===== src/sdc_pkg.sv =====
// ----------------------------------------------------------------------------
// sdc_pkg - shared types and constants for the scaled decimal compare unit
// Field widths, result codes, sequencer states and control/status bundles.
// ----------------------------------------------------------------------------
package sdc_pkg;

    localparam int MANT_LOW_W  = 64;
    localparam int MANT_HIGH_W = 32;
    localparam int MANT_W      = MANT_LOW_W + MANT_HIGH_W;
    localparam int SCALE_W     = 5;

    localparam int DEF_MAX_SCALE = 28;
    localparam int DEF_WORK_BITS = 224;

    // s_tdata layout, lowest bit first
    localparam int A_LOW_LSB  = 0;
    localparam int A_HIGH_LSB = A_LOW_LSB + MANT_LOW_W;
    localparam int A_SCL_LSB  = A_HIGH_LSB + MANT_HIGH_W;
    localparam int A_NEG_LSB  = A_SCL_LSB + SCALE_W;
    localparam int B_LOW_LSB  = A_NEG_LSB + 1;
    localparam int B_HIGH_LSB = B_LOW_LSB + MANT_LOW_W;
    localparam int B_SCL_LSB  = B_HIGH_LSB + MANT_HIGH_W;
    localparam int B_NEG_LSB  = B_SCL_LSB + SCALE_W;
    localparam int IN_BITS    = B_NEG_LSB + 1;
    localparam int S_TDATA_W  = ((IN_BITS + 7) / 8) * 8;
    localparam int M_TDATA_W  = 8;

    typedef enum logic [1:0] {
        ORD_LESS    = 2'd0,
        ORD_EQUAL   = 2'd1,
        ORD_GREATER = 2'd2
    } order_t;

    typedef enum logic [1:0] {
        ST_IDLE,
        ST_ALIGN,
        ST_CMP
    } state_t;

    typedef struct packed {
        logic load;
        logic step;
    } align_ctrl_t;

    typedef struct packed {
        logic done;
    } align_stat_t;

endpackage


===== src/sdc_align_unit.sv =====
// ----------------------------------------------------------------------------
// sdc_align_unit - scale alignment by repeated multiply-by-ten
// Holds both working magnitudes and steps the smaller-scale one by ten,
// one shared shift-and-add per cycle while step is high, until the scales match.
// ----------------------------------------------------------------------------
module sdc_align_unit #(
    parameter int MAX_SCALE = sdc_pkg::DEF_MAX_SCALE,
    parameter int WORK_BITS = sdc_pkg::DEF_WORK_BITS
) (
    input  logic                        aclk,
    input  logic                        aresetn,
    input  sdc_pkg::align_ctrl_t        ctrl,
    input  logic [sdc_pkg::MANT_W-1:0]  mant_a,
    input  logic [sdc_pkg::MANT_W-1:0]  mant_b,
    input  logic [sdc_pkg::SCALE_W-1:0] scale_a,
    input  logic [sdc_pkg::SCALE_W-1:0] scale_b,
    output sdc_pkg::align_stat_t        stat,
    output logic [WORK_BITS-1:0]        mag_a,
    output logic [WORK_BITS-1:0]        mag_b
);

    localparam int CNT_W = (MAX_SCALE < 2) ? 1 : $clog2(MAX_SCALE + 1);
    localparam logic [sdc_pkg::SCALE_W-1:0] MAX_S = sdc_pkg::SCALE_W'(MAX_SCALE);

    logic [WORK_BITS-1:0]        mag_a_reg, mag_a_next;
    logic [WORK_BITS-1:0]        mag_b_reg, mag_b_next;
    logic [CNT_W-1:0]            cnt_reg, cnt_next;
    logic                        sel_b_reg, sel_b_next;
    logic [sdc_pkg::SCALE_W-1:0] sa, sb, diff;
    logic [WORK_BITS-1:0]        op, ten_op;

    // saturate scales above the limit
    assign sa = (scale_a > MAX_S) ? MAX_S : scale_a;
    assign sb = (scale_b > MAX_S) ? MAX_S : scale_b;
    assign diff = (sa < sb) ? (sb - sa) : (sa - sb);

    // shared unit: x*10 = (x << 3) + (x << 1), truncated to working width
    assign op     = sel_b_reg ? mag_b_reg : mag_a_reg;
    assign ten_op = {op[WORK_BITS-4:0], 3'b000} + {op[WORK_BITS-2:0], 1'b0};

    always_comb begin
        mag_a_next = mag_a_reg;
        mag_b_next = mag_b_reg;
        cnt_next   = cnt_reg;
        sel_b_next = sel_b_reg;
        if (ctrl.load) begin
            mag_a_next = WORK_BITS'(mant_a);
            mag_b_next = WORK_BITS'(mant_b);
            cnt_next   = diff[CNT_W-1:0];
            sel_b_next = (sb < sa);
        end else if (ctrl.step && (cnt_reg != '0)) begin
            if (sel_b_reg) begin
                mag_b_next = ten_op;
            end else begin
                mag_a_next = ten_op;
            end
            cnt_next = cnt_reg - 1'b1;
        end
    end

    always_ff @(posedge aclk) begin
        if (!aresetn) begin
            cnt_reg   <= '0;
            sel_b_reg <= 1'b0;
        end else begin
            cnt_reg   <= cnt_next;
            sel_b_reg <= sel_b_next;
        end
        mag_a_reg <= mag_a_next;
        mag_b_reg <= mag_b_next;
    end

    assign stat.done = (cnt_reg == '0);
    assign mag_a     = mag_a_reg;
    assign mag_b     = mag_b_reg;

    // each step takes exactly one off the remaining count
    a_step_count: assert property (@(posedge aclk) disable iff (!aresetn)
        (ctrl.step && !ctrl.load && cnt_reg != '0) |=> (cnt_reg == $past(cnt_reg) - 1'b1))
        else $error("alignment count did not decrement");

    // only the selected operand moves while stepping
    a_one_side: assert property (@(posedge aclk) disable iff (!aresetn)
        (ctrl.step && !ctrl.load) |=> ($stable(mag_a_reg) || $stable(mag_b_reg)))
        else $error("both magnitudes changed in one step");

    a_idle_hold: assert property (@(posedge aclk) disable iff (!aresetn)
        (!ctrl.step && !ctrl.load) |=> ($stable(cnt_reg) && $stable(sel_b_reg)))
        else $error("alignment state changed without a command");

endmodule


===== src/sdc_order.sv =====
// ----------------------------------------------------------------------------
// sdc_order - signed order of two aligned magnitudes
// Zeros of either sign are equal; otherwise sign first, then magnitude,
// with the magnitude result inverted when both are negative.
// ----------------------------------------------------------------------------
module sdc_order #(
    parameter int WORK_BITS = sdc_pkg::DEF_WORK_BITS
) (
    input  logic [WORK_BITS-1:0] mag_a,
    input  logic [WORK_BITS-1:0] mag_b,
    input  logic                 neg_a,
    input  logic                 neg_b,
    output sdc_pkg::order_t      order
);

    logic zero_both;
    logic mag_gt, mag_lt;

    assign zero_both = (mag_a == '0) && (mag_b == '0);
    assign mag_gt    = (mag_a > mag_b);
    assign mag_lt    = (mag_a < mag_b);

    always_comb begin
        if (zero_both) begin
            order = sdc_pkg::ORD_EQUAL;
        end else if (neg_a && !neg_b) begin
            order = sdc_pkg::ORD_LESS;
        end else if (!neg_a && neg_b) begin
            order = sdc_pkg::ORD_GREATER;
        end else if (mag_gt) begin
            order = neg_a ? sdc_pkg::ORD_LESS : sdc_pkg::ORD_GREATER;
        end else if (mag_lt) begin
            order = neg_a ? sdc_pkg::ORD_GREATER : sdc_pkg::ORD_LESS;
        end else begin
            order = sdc_pkg::ORD_EQUAL;
        end
    end

endmodule


===== src/scaled_decimal_compare_unit.sv =====
// ----------------------------------------------------------------------------
// scaled_decimal_compare_unit - signed scaled decimal comparator
// Compares two (-1)^sign * mantissa / 10^scale operands, one at a time.
// ----------------------------------------------------------------------------
// Each input transfer carries two operands, each a 96-bit mantissa, a scale
// of 0..MAX_SCALE (larger codes saturate) and a sign; one output transfer
// returns the order of A to B: less, equal or greater. Zeros of either sign
// compare equal. An accepted item is loaded, the smaller-scale mantissa is
// multiplied by ten |scale_a - scale_b| times through the single shared
// multiply-by-ten adder, and the aligned pair is then compared into the
// output register. s_tready is high only while the unit is idle. The result
// sits in an output register, so a new item is taken while the previous
// result waits for m_tready.
// ----------------------------------------------------------------------------
module scaled_decimal_compare_unit #(
    parameter int MAX_SCALE = sdc_pkg::DEF_MAX_SCALE,
    parameter int WORK_BITS = sdc_pkg::DEF_WORK_BITS
) (
    input  logic                          aclk,
    input  logic                          aresetn,
    // s_tdata, lowest bit up: a_mant_low[63:0], a_mant_high[95:64],
    // a_scale[100:96], a_negative[101], b_mant_low[165:102],
    // b_mant_high[197:166], b_scale[202:198], b_negative[203], zero pad
    input  logic [sdc_pkg::S_TDATA_W-1:0] s_tdata,
    input  logic                          s_tvalid,
    output logic                          s_tready,
    // m_tdata, lowest bit up: order[1:0], zero pad
    output logic [sdc_pkg::M_TDATA_W-1:0] m_tdata,
    output logic                          m_tvalid,
    input  logic                          m_tready
);

    sdc_pkg::state_t      state_reg, state_next;
    sdc_pkg::align_ctrl_t ctrl;
    sdc_pkg::align_stat_t stat;
    sdc_pkg::order_t      order_reg, order_next, cmp_order;
    logic                 m_tvalid_reg, m_tvalid_next;
    logic                 neg_a_reg, neg_a_next;
    logic                 neg_b_reg, neg_b_next;
    logic                 in_xfer, out_free;

    logic [sdc_pkg::MANT_W-1:0]  mant_a, mant_b;
    logic [sdc_pkg::SCALE_W-1:0] scale_a, scale_b;
    logic [WORK_BITS-1:0]        mag_a, mag_b;

    // unpack the input transfer
    assign mant_a  = {s_tdata[sdc_pkg::A_HIGH_LSB +: sdc_pkg::MANT_HIGH_W],
                      s_tdata[sdc_pkg::A_LOW_LSB  +: sdc_pkg::MANT_LOW_W]};
    assign mant_b  = {s_tdata[sdc_pkg::B_HIGH_LSB +: sdc_pkg::MANT_HIGH_W],
                      s_tdata[sdc_pkg::B_LOW_LSB  +: sdc_pkg::MANT_LOW_W]};
    assign scale_a = s_tdata[sdc_pkg::A_SCL_LSB +: sdc_pkg::SCALE_W];
    assign scale_b = s_tdata[sdc_pkg::B_SCL_LSB +: sdc_pkg::SCALE_W];

    assign s_tready = (state_reg == sdc_pkg::ST_IDLE);
    assign in_xfer  = s_tvalid && s_tready;
    assign out_free = !m_tvalid_reg || m_tready;

    sdc_align_unit #(
        .MAX_SCALE (MAX_SCALE),
        .WORK_BITS (WORK_BITS)
    ) u_align (
        .aclk    (aclk),
        .aresetn (aresetn),
        .ctrl    (ctrl),
        .mant_a  (mant_a),
        .mant_b  (mant_b),
        .scale_a (scale_a),
        .scale_b (scale_b),
        .stat    (stat),
        .mag_a   (mag_a),
        .mag_b   (mag_b)
    );

    sdc_order #(
        .WORK_BITS (WORK_BITS)
    ) u_order (
        .mag_a (mag_a),
        .mag_b (mag_b),
        .neg_a (neg_a_reg),
        .neg_b (neg_b_reg),
        .order (cmp_order)
    );

    // sequencer: load, step until aligned, compare into the output register
    always_comb begin
        state_next    = state_reg;
        order_next    = order_reg;
        m_tvalid_next = m_tvalid_reg;
        neg_a_next    = neg_a_reg;
        neg_b_next    = neg_b_reg;
        ctrl.load     = 1'b0;
        ctrl.step     = 1'b0;

        if (m_tvalid_reg && m_tready) begin
            m_tvalid_next = 1'b0;
        end

        case (state_reg)
            sdc_pkg::ST_IDLE: begin
                if (in_xfer) begin
                    ctrl.load  = 1'b1;
                    neg_a_next = s_tdata[sdc_pkg::A_NEG_LSB];
                    neg_b_next = s_tdata[sdc_pkg::B_NEG_LSB];
                    state_next = sdc_pkg::ST_ALIGN;
                end
            end
            sdc_pkg::ST_ALIGN: begin
                if (stat.done) begin
                    state_next = sdc_pkg::ST_CMP;
                end else begin
                    ctrl.step = 1'b1;
                end
            end
            sdc_pkg::ST_CMP: begin
                // wait here until the previous result has been taken
                if (out_free) begin
                    order_next    = cmp_order;
                    m_tvalid_next = 1'b1;
                    state_next    = sdc_pkg::ST_IDLE;
                end
            end
            default: begin
                state_next = sdc_pkg::ST_IDLE;
            end
        endcase
    end

    always_ff @(posedge aclk) begin
        if (!aresetn) begin
            state_reg    <= sdc_pkg::ST_IDLE;
            m_tvalid_reg <= 1'b0;
        end else begin
            state_reg    <= state_next;
            m_tvalid_reg <= m_tvalid_next;
        end
        order_reg <= order_next;
        neg_a_reg <= neg_a_next;
        neg_b_reg <= neg_b_next;
    end

    assign m_tvalid = m_tvalid_reg;
    assign m_tdata  = sdc_pkg::M_TDATA_W'(order_reg);

    // an accepted item always leaves idle for alignment
    a_accept_align: assert property (@(posedge aclk) disable iff (!aresetn)
        in_xfer |=> (state_reg == sdc_pkg::ST_ALIGN))
        else $error("accepted item did not start alignment");

    // a fresh result only comes from the compare step
    a_result_src: assert property (@(posedge aclk) disable iff (!aresetn)
        (!m_tvalid_reg || m_tready) ##1 m_tvalid_reg
            |-> ($past(state_reg) == sdc_pkg::ST_CMP))
        else $error("result produced outside compare step");

    // code 3 is never delivered
    a_order_code: assert property (@(posedge aclk) disable iff (!aresetn)
        m_tvalid_reg |-> (order_reg != 2'd3))
        else $error("invalid order code");

    // compare is only entered once the scales are aligned
    a_cmp_aligned: assert property (@(posedge aclk) disable iff (!aresetn)
        (state_reg == sdc_pkg::ST_CMP) |-> stat.done)
        else $error("compare reached before alignment finished");

endmodule


===== config.mk =====
export PLATFORM = sky130hd
export DESIGN_NAME = scaled_decimal_compare_unit
export DESIGN_NICKNAME = d
export VERILOG_FILES = /design/src/sdc_pkg.sv /design/src/sdc_align_unit.sv /design/src/sdc_order.sv /design/src/scaled_decimal_compare_unit.sv
export SDC_FILE = /design/constraint.sdc
export NUM_CORES = 2
export LEC_CHECK = 0
export BUFFER_PORTS_ARGS = -buffer_cell sky130_fd_sc_hd__buf_2
export CORE_ASPECT_RATIO = 1.5
export CORE_MARGIN = 1
export CORE_UTILIZATION = 58
export CTS_CLUSTER_SIZE = 30
export DETAILED_ROUTE_END_ITERATION = 8
export PLACE_DENSITY = 0.82
export SETUP_SLACK_MARGIN = 0.05
export SYNTH_ARGS = -nofsm -noshare
export SYNTH_HDL_FRONTEND = slang
export SYNTH_SLANG_ARGS = --single-unit

===== constraint.sdc =====
create_clock -name aclk -period 5.4 [get_ports aclk]
set_input_delay 0 -clock aclk [delete_from_list [all_inputs] [get_ports aclk]]
set_output_delay 0 -clock aclk [all_outputs]
set_load 0.1 [all_outputs]

==> run_summary.xml <==
<?xml version="1.0" encoding="UTF-8"?>
<metrics>
  <group name="final_layout">
    <metric name="multi_input_comb_area" unit="um2">29100</metric>
    <metric name="num-nets-final" unit="">6625</metric>
    <metric name="register_area" unit="um2">11200</metric>
    <metric name="mostFrequentLayoutCell" unit="">sky130_fd_sc_hd__nand2_1</metric>
    <metric name="layout.cells.most_common_list" unit="">822 x sky130_fd_sc_hd__nand2_1, 487 x sky130_fd_sc_hd__a21oi_1, 451 x sky130_fd_sc_hd__ha_1</metric>
    <metric name="areaGrowthSynthToFinish" unit="%">18.3</metric>
    <metric name="layout.filler_cells" unit="">5726</metric>
    <metric name="finalCoreUtilization" unit="%">69.6</metric>
    <metric name="layout-drive-gt1-share" unit="%">15.8</metric>
    <metric name="final_cell_area" unit="um2">50000</metric>
  </group>
  <group name="route">
    <metric name="remaining_drc_errors" unit="">11</metric>
    <metric name="vias" unit="">47000</metric>
    <metric name="drt_wl_total" unit="um">190000</metric>
    <metric name="initialDrtViolationCount" unit="">4475</metric>
    <metric name="post_drt_via_cell_ratio" unit="">6.79</metric>
    <metric name="antenna_violating_nets_post_route" unit="">0</metric>
    <metric name="wire_per_inst" unit="um">27.4</metric>
    <metric name="firstDrtPassIters" unit="">9</metric>
  </group>
  <group name="floorplanning">
    <metric name="chipWidth" unit="um">222</metric>
    <metric name="placementRows" unit="">120</metric>
    <metric name="die_footprint" unit="um2">73900</metric>
    <metric name="starting_density_of_the_core" unit="%">58.9</metric>
    <metric name="io_pins" unit="">222</metric>
    <metric name="core-area" unit="um2">71800</metric>
    <metric name="die_height" unit="um">333</metric>
  </group>
  <group name="cts">
    <metric name="htreeDepth" unit="">2</metric>
    <metric name="cts.sinks" unit="">461</metric>
    <metric name="cts-root-buf" unit="">sky130_fd_sc_hd__clkbuf_16</metric>
    <metric name="worst_setup_hold_path_clk_slew" unit="ps">60</metric>
    <metric name="worstSkewPairLatency" unit="ps">680</metric>
    <metric name="clk_path_buf_depth" unit="">3</metric>
    <metric name="cts_tree" unit="">built</metric>
    <metric name="numCtsBuffers" unit="">48</metric>
  </group>
  <group name="sta">
    <metric name="final.min_clock_period" unit="ps">5300</metric>
    <metric name="finalCritPeriodShare" unit="%">98.2</metric>
    <metric name="max_freq" unit="MHz">189</metric>
    <metric name="finalClockSkew" unit="ps">47.1</metric>
    <metric name="hold_viol_final" unit="">0</metric>
    <metric name="timing.final.setup_violations" unit="">0</metric>
    <metric name="final-max-slew-violation-count" unit="">0</metric>
    <metric name="measured_slew_at_the_worst_slew_check_pin" unit="ps">1450</metric>
    <metric name="setup_slack" unit="ps">99.3</metric>
    <metric name="rsz_0062_raised_after_global_routing" unit="">yes</metric>
    <metric name="relative_slew_slack" unit="%">2.56</metric>
  </group>
  <group name="critical_path">
    <metric name="type_of_element_capturing_the_critical_path" unit="">flop</metric>
    <metric name="cp_max_fo" unit="">22</metric>
    <metric name="startpoint_type" unit="">flop</metric>
    <metric name="crit_path_cell_trace" unit="">buf_12 -&gt; buf_4 -&gt; mux2_2 -&gt; ha_1 -&gt; a21oi_1 -&gt; o21ai_0 -&gt; a21oi_1 -&gt; a21bo_2 -&gt; a21oi_2 -&gt; buf_4 -&gt; a31oi_1 -&gt; buf_4 -&gt; o211ai_1 -&gt; a211oi_2 -&gt; buf_4 -&gt; o211ai_1 -&gt; buf_4 -&gt; a21oi_2 -&gt; a31o_2 -&gt; xor2_1 -&gt; a22o_1</metric>
    <metric name="r2r_end" unit="">u_align.mag_a[222]</metric>
    <metric name="worst_setup_path_endpoint" unit="">u_align.mag_a[222]</metric>
    <metric name="critical_path.most_common_cell" unit="">sky130_fd_sc_hd__buf_4</metric>
    <metric name="critical-path-slowest-cell" unit="">sky130_fd_sc_hd__dfxtp_4</metric>
    <metric name="critical_path.startpoint" unit="">u_align.sel_b_reg</metric>
    <metric name="cp_data_required_time" unit="ps">5930</metric>
    <metric name="critical_path.max_stage_delay" unit="ps">430</metric>
    <metric name="path_delay_family" unit="">compound AO/OA/AOI/OAI gates</metric>
    <metric name="arrival" unit="ps">5830</metric>
    <metric name="worst-r2r-setup-slack" unit="ps">100</metric>
    <metric name="cp.buffers_inverters" unit="">6</metric>
    <metric name="crit_type" unit="">flop to flop</metric>
    <metric name="critical_path.reg2reg.startpoint" unit="">u_align.sel_b_reg</metric>
    <metric name="reg2regPathDepth" unit="">21</metric>
    <metric name="worst-path-stages" unit="">21</metric>
  </group>
  <group name="synthesis">
    <metric name="synth_register_bits" unit="">461</metric>
    <metric name="synthDistinctLibCells" unit="">83</metric>
    <metric name="async_flop_share" unit="%">0</metric>
    <metric name="avgSynthCellArea" unit="um2">7.81</metric>
    <metric name="postSynthCellCount" unit="">5407</metric>
    <metric name="area_share_of_the_largest_cell_type_after_synthesis" unit="%">13.9</metric>
    <metric name="post_synthesis_cell_area" unit="um2">42200</metric>
    <metric name="number_of_flops_mapped_to_enable_cells_by_yosys" unit="">196</metric>
    <metric name="netlist_top_cells_area" unit="">sky130_fd_sc_hd__edfxtp_1 14%, sky130_fd_sc_hd__ha_1 14%, sky130_fd_sc_hd__dfxtp_1 13%</metric>
    <metric name="synthesis_warning_total" unit="">0</metric>
    <metric name="synthDominantAreaCellType" unit="">sky130_fd_sc_hd__edfxtp_1</metric>
    <metric name="seq_area_frac_synth" unit="%">26.5</metric>
    <metric name="synth_top_flop_cell" unit="">sky130_fd_sc_hd__dfxtp_1</metric>
  </group>
  <group name="status">
    <metric name="outcome" unit="">finished, violations left</metric>
    <metric name="failed_checks" unit="">DRC</metric>
  </group>
  <group name="worst_hold_path">
    <metric name="min_from" unit="">s_tdata[201]</metric>
    <metric name="holdCritPathClass" unit="">input pin to flop</metric>
  </group>
  <group name="power_and_ir_drop">
    <metric name="vdd_ir_drop_max" unit="V">0.000608</metric>
    <metric name="total_leakage_power" unit="nW">22.1</metric>
    <metric name="p_int" unit="mW">13.7</metric>
    <metric name="totalPowerFinal" unit="mW">28.6</metric>
    <metric name="netSwitchingPower" unit="mW">14.9</metric>
    <metric name="seq_power_share" unit="%">21.3</metric>
    <metric name="p_clk_share" unit="%">12.1</metric>
    <metric name="power.switching_fraction" unit="%">52.2</metric>
    <metric name="power_density" unit="nW/um2">572</metric>
    <metric name="combPwrFrac" unit="%">66.6</metric>
  </group>
  <group name="global_route">
    <metric name="number_of_global_route_vias_before_repair" unit="">47800</metric>
    <metric name="antenna_violations_before_repair" unit="">17</metric>
    <metric name="grt_use_total" unit="%">49.9</metric>
    <metric name="grt_start_max_net_pins" unit="">154</metric>
    <metric name="grt_pass1_wl" unit="um">280000</metric>
    <metric name="globalRoute.totalOverflow" unit="">0</metric>
  </group>
  <group name="job">
    <metric name="max-cap-violations" unit="">0</metric>
  </group>
  <group name="placement">
    <metric name="finalWeightedCongestion" unit="">1.09</metric>
    <metric name="dpl_cell_area" unit="um2">46100</metric>
    <metric name="pre_cts_slack" unit="ps">57.8</metric>
    <metric name="port-buffer-count" unit="">211</metric>
    <metric name="dp_hpwl" unit="um">142000</metric>
  </group>
</metrics>
[power by group through the flow]
| stage | clock network [mW] | logic, mW | registers (mW) |
|---|---|---|---|
| 6_report | 3.46 | 19.0 | 6.08 |
| 5_1_grt | 3.59 | 19.9 | 6.10 |
| 4_1_cts | 3.40 | 17.4 | 5.97 |
| 3_5_place_dp | 0 | 17.1 | 6.04 |
| 3_3_place_gp | 0 | 16.9 | 6.03 |
| 2_1_floorplan | 0 | 10.9 | 5.63 |
[cells in the mapped netlist, types with 7 or more instances]
library cell               instances
sky130_fd_sc_hd__nand2_1         825
sky130_fd_sc_hd__a21oi_1         493
sky130_fd_sc_hd__ha_1            456
sky130_fd_sc_hd__o21ai_0         416
sky130_fd_sc_hd__inv_1           334
sky130_fd_sc_hd__nor2_1          304
sky130_fd_sc_hd__dfxtp_1         265
sky130_fd_sc_hd__clkbuf_1        229
sky130_fd_sc_hd__mux2_2          222
sky130_fd_sc_hd__nand4_1         209
sky130_fd_sc_hd__a21o_1          207
sky130_fd_sc_hd__edfxtp_1        196
sky130_fd_sc_hd__nor4_1          150
sky130_fd_sc_hd__xnor2_1         133
sky130_fd_sc_hd__nand3_1         132
sky130_fd_sc_hd__a22o_1          100
sky130_fd_sc_hd__o21bai_1         87
sky130_fd_sc_hd__xor2_1           81
sky130_fd_sc_hd__nor3_1           70
sky130_fd_sc_hd__o21a_1           50
sky130_fd_sc_hd__nand2b_1         29
sky130_fd_sc_hd__nor2b_1          27
sky130_fd_sc_hd__o31ai_1          27
sky130_fd_sc_hd__or2_2            26
sky130_fd_sc_hd__a31oi_1          25
sky130_fd_sc_hd__a21boi_0         23
sky130_fd_sc_hd__a211oi_1         21
sky130_fd_sc_hd__or3_1            20
sky130_fd_sc_hd__o211ai_1         19
sky130_fd_sc_hd__a221oi_1         16
sky130_fd_sc_hd__buf_1            15
sky130_fd_sc_hd__and3_1           14
sky130_fd_sc_hd__o21ai_1          14
sky130_fd_sc_hd__and2_1           12
sky130_fd_sc_hd__and4_1           10
sky130_fd_sc_hd__o221ai_1         10
sky130_fd_sc_hd__o22ai_1          10
sky130_fd_sc_hd__o31a_1           10
sky130_fd_sc_hd__a22oi_1           7
sky130_fd_sc_hd__a31o_2            7
[stage by stage]
step                TNS, ps  hold WS [ps]  instances
finish                    0          55.5       6919
global route          -21.6          77.4       6916
CTS                       0          25.0       6901
detailed placement        0           180       6616
global placement          0           180       6616
floorplan                 0          98.9       5412
[repair_timing]
item / 4_1_cts / 5_1_grt
pin swaps: 0 / 5
gates resized for setup: 1 / 39
setup endpoints to repair: 3 / 64
hold endpoints to repair: 203 / 0
hold buffers: 202 / 0
setup buffers: 0 / 1
[area by class of cell]
type | instances | area share [%]
Antenna cell | 17 | 0.0852
Clock buffer | 58 | 2.64
Clock inverter | 25 | 0.453
Inverter | 336 | 2.55
Multi-Input combinational cell | 4360 | 58.2
Sequential cell | 461 | 22.4
Tap cell | 915 | 2.29
Timing Repair Buffer | 747 | 11.4
[worst min path at each step]
stage,end,slack (ps),depth (start not counted)
6_report,u_align.sel_b_reg,60,6
4_1_cts,u_align.cnt_reg[2],20,4
5_1_grt,u_align.cnt_reg[2],80,4
2_1_floorplan,neg_a_reg,100,0
3_3_place_gp,neg_b_reg,180,1
3_5_place_dp,neg_a_reg,180,1
[worst register-to-register path: stages, from the launching register on]
cell	delay, ps
sky130_fd_sc_hd__dfxtp_4	430
sky130_fd_sc_hd__buf_12	210
sky130_fd_sc_hd__buf_4	250
sky130_fd_sc_hd__mux2_2	390
sky130_fd_sc_hd__ha_1	400
sky130_fd_sc_hd__a21oi_1	240
sky130_fd_sc_hd__o21ai_0	200
sky130_fd_sc_hd__a21oi_1	220
sky130_fd_sc_hd__a21bo_2	250
sky130_fd_sc_hd__a21oi_2	270
sky130_fd_sc_hd__buf_4	180
sky130_fd_sc_hd__a31oi_1	100
sky130_fd_sc_hd__buf_4	170
sky130_fd_sc_hd__o211ai_1	370
sky130_fd_sc_hd__a211oi_2	130
sky130_fd_sc_hd__buf_4	190
sky130_fd_sc_hd__o211ai_1	260
sky130_fd_sc_hd__buf_4	200
sky130_fd_sc_hd__a21oi_2	80
sky130_fd_sc_hd__a31o_2	290
sky130_fd_sc_hd__xor2_1	160
sky130_fd_sc_hd__a22o_1	200
[per-layer routing]
metal	GRT usage [%]	vias to the layer above	wire length [um]
li1	-	20900	-
met1	46.5	21800	59500
met2	85.1	2979	88200
met3	12.2	1298	16400
met4	55.1	10	25500
met5	0	-	124
[cell families (layout without fill, tap and decap cells)]
logic type               Yosys count  after routing  synth area share (%)
AND/OR/NAND/NOR                 1853           1853                  20.3
AO/OA/AOI/OAI                   1600           1600                  23.7
buffers and inverters            591           1166                  5.32
flip-flops                       461            461                  26.5
adder cells (fa/ha/maj)          459            459                  13.7
multiplexers                     228            228                  6.06
XOR/XNOR                         214            214                  4.44
other                              1             23               0.00888
Power figures use the tool's default switching activity.
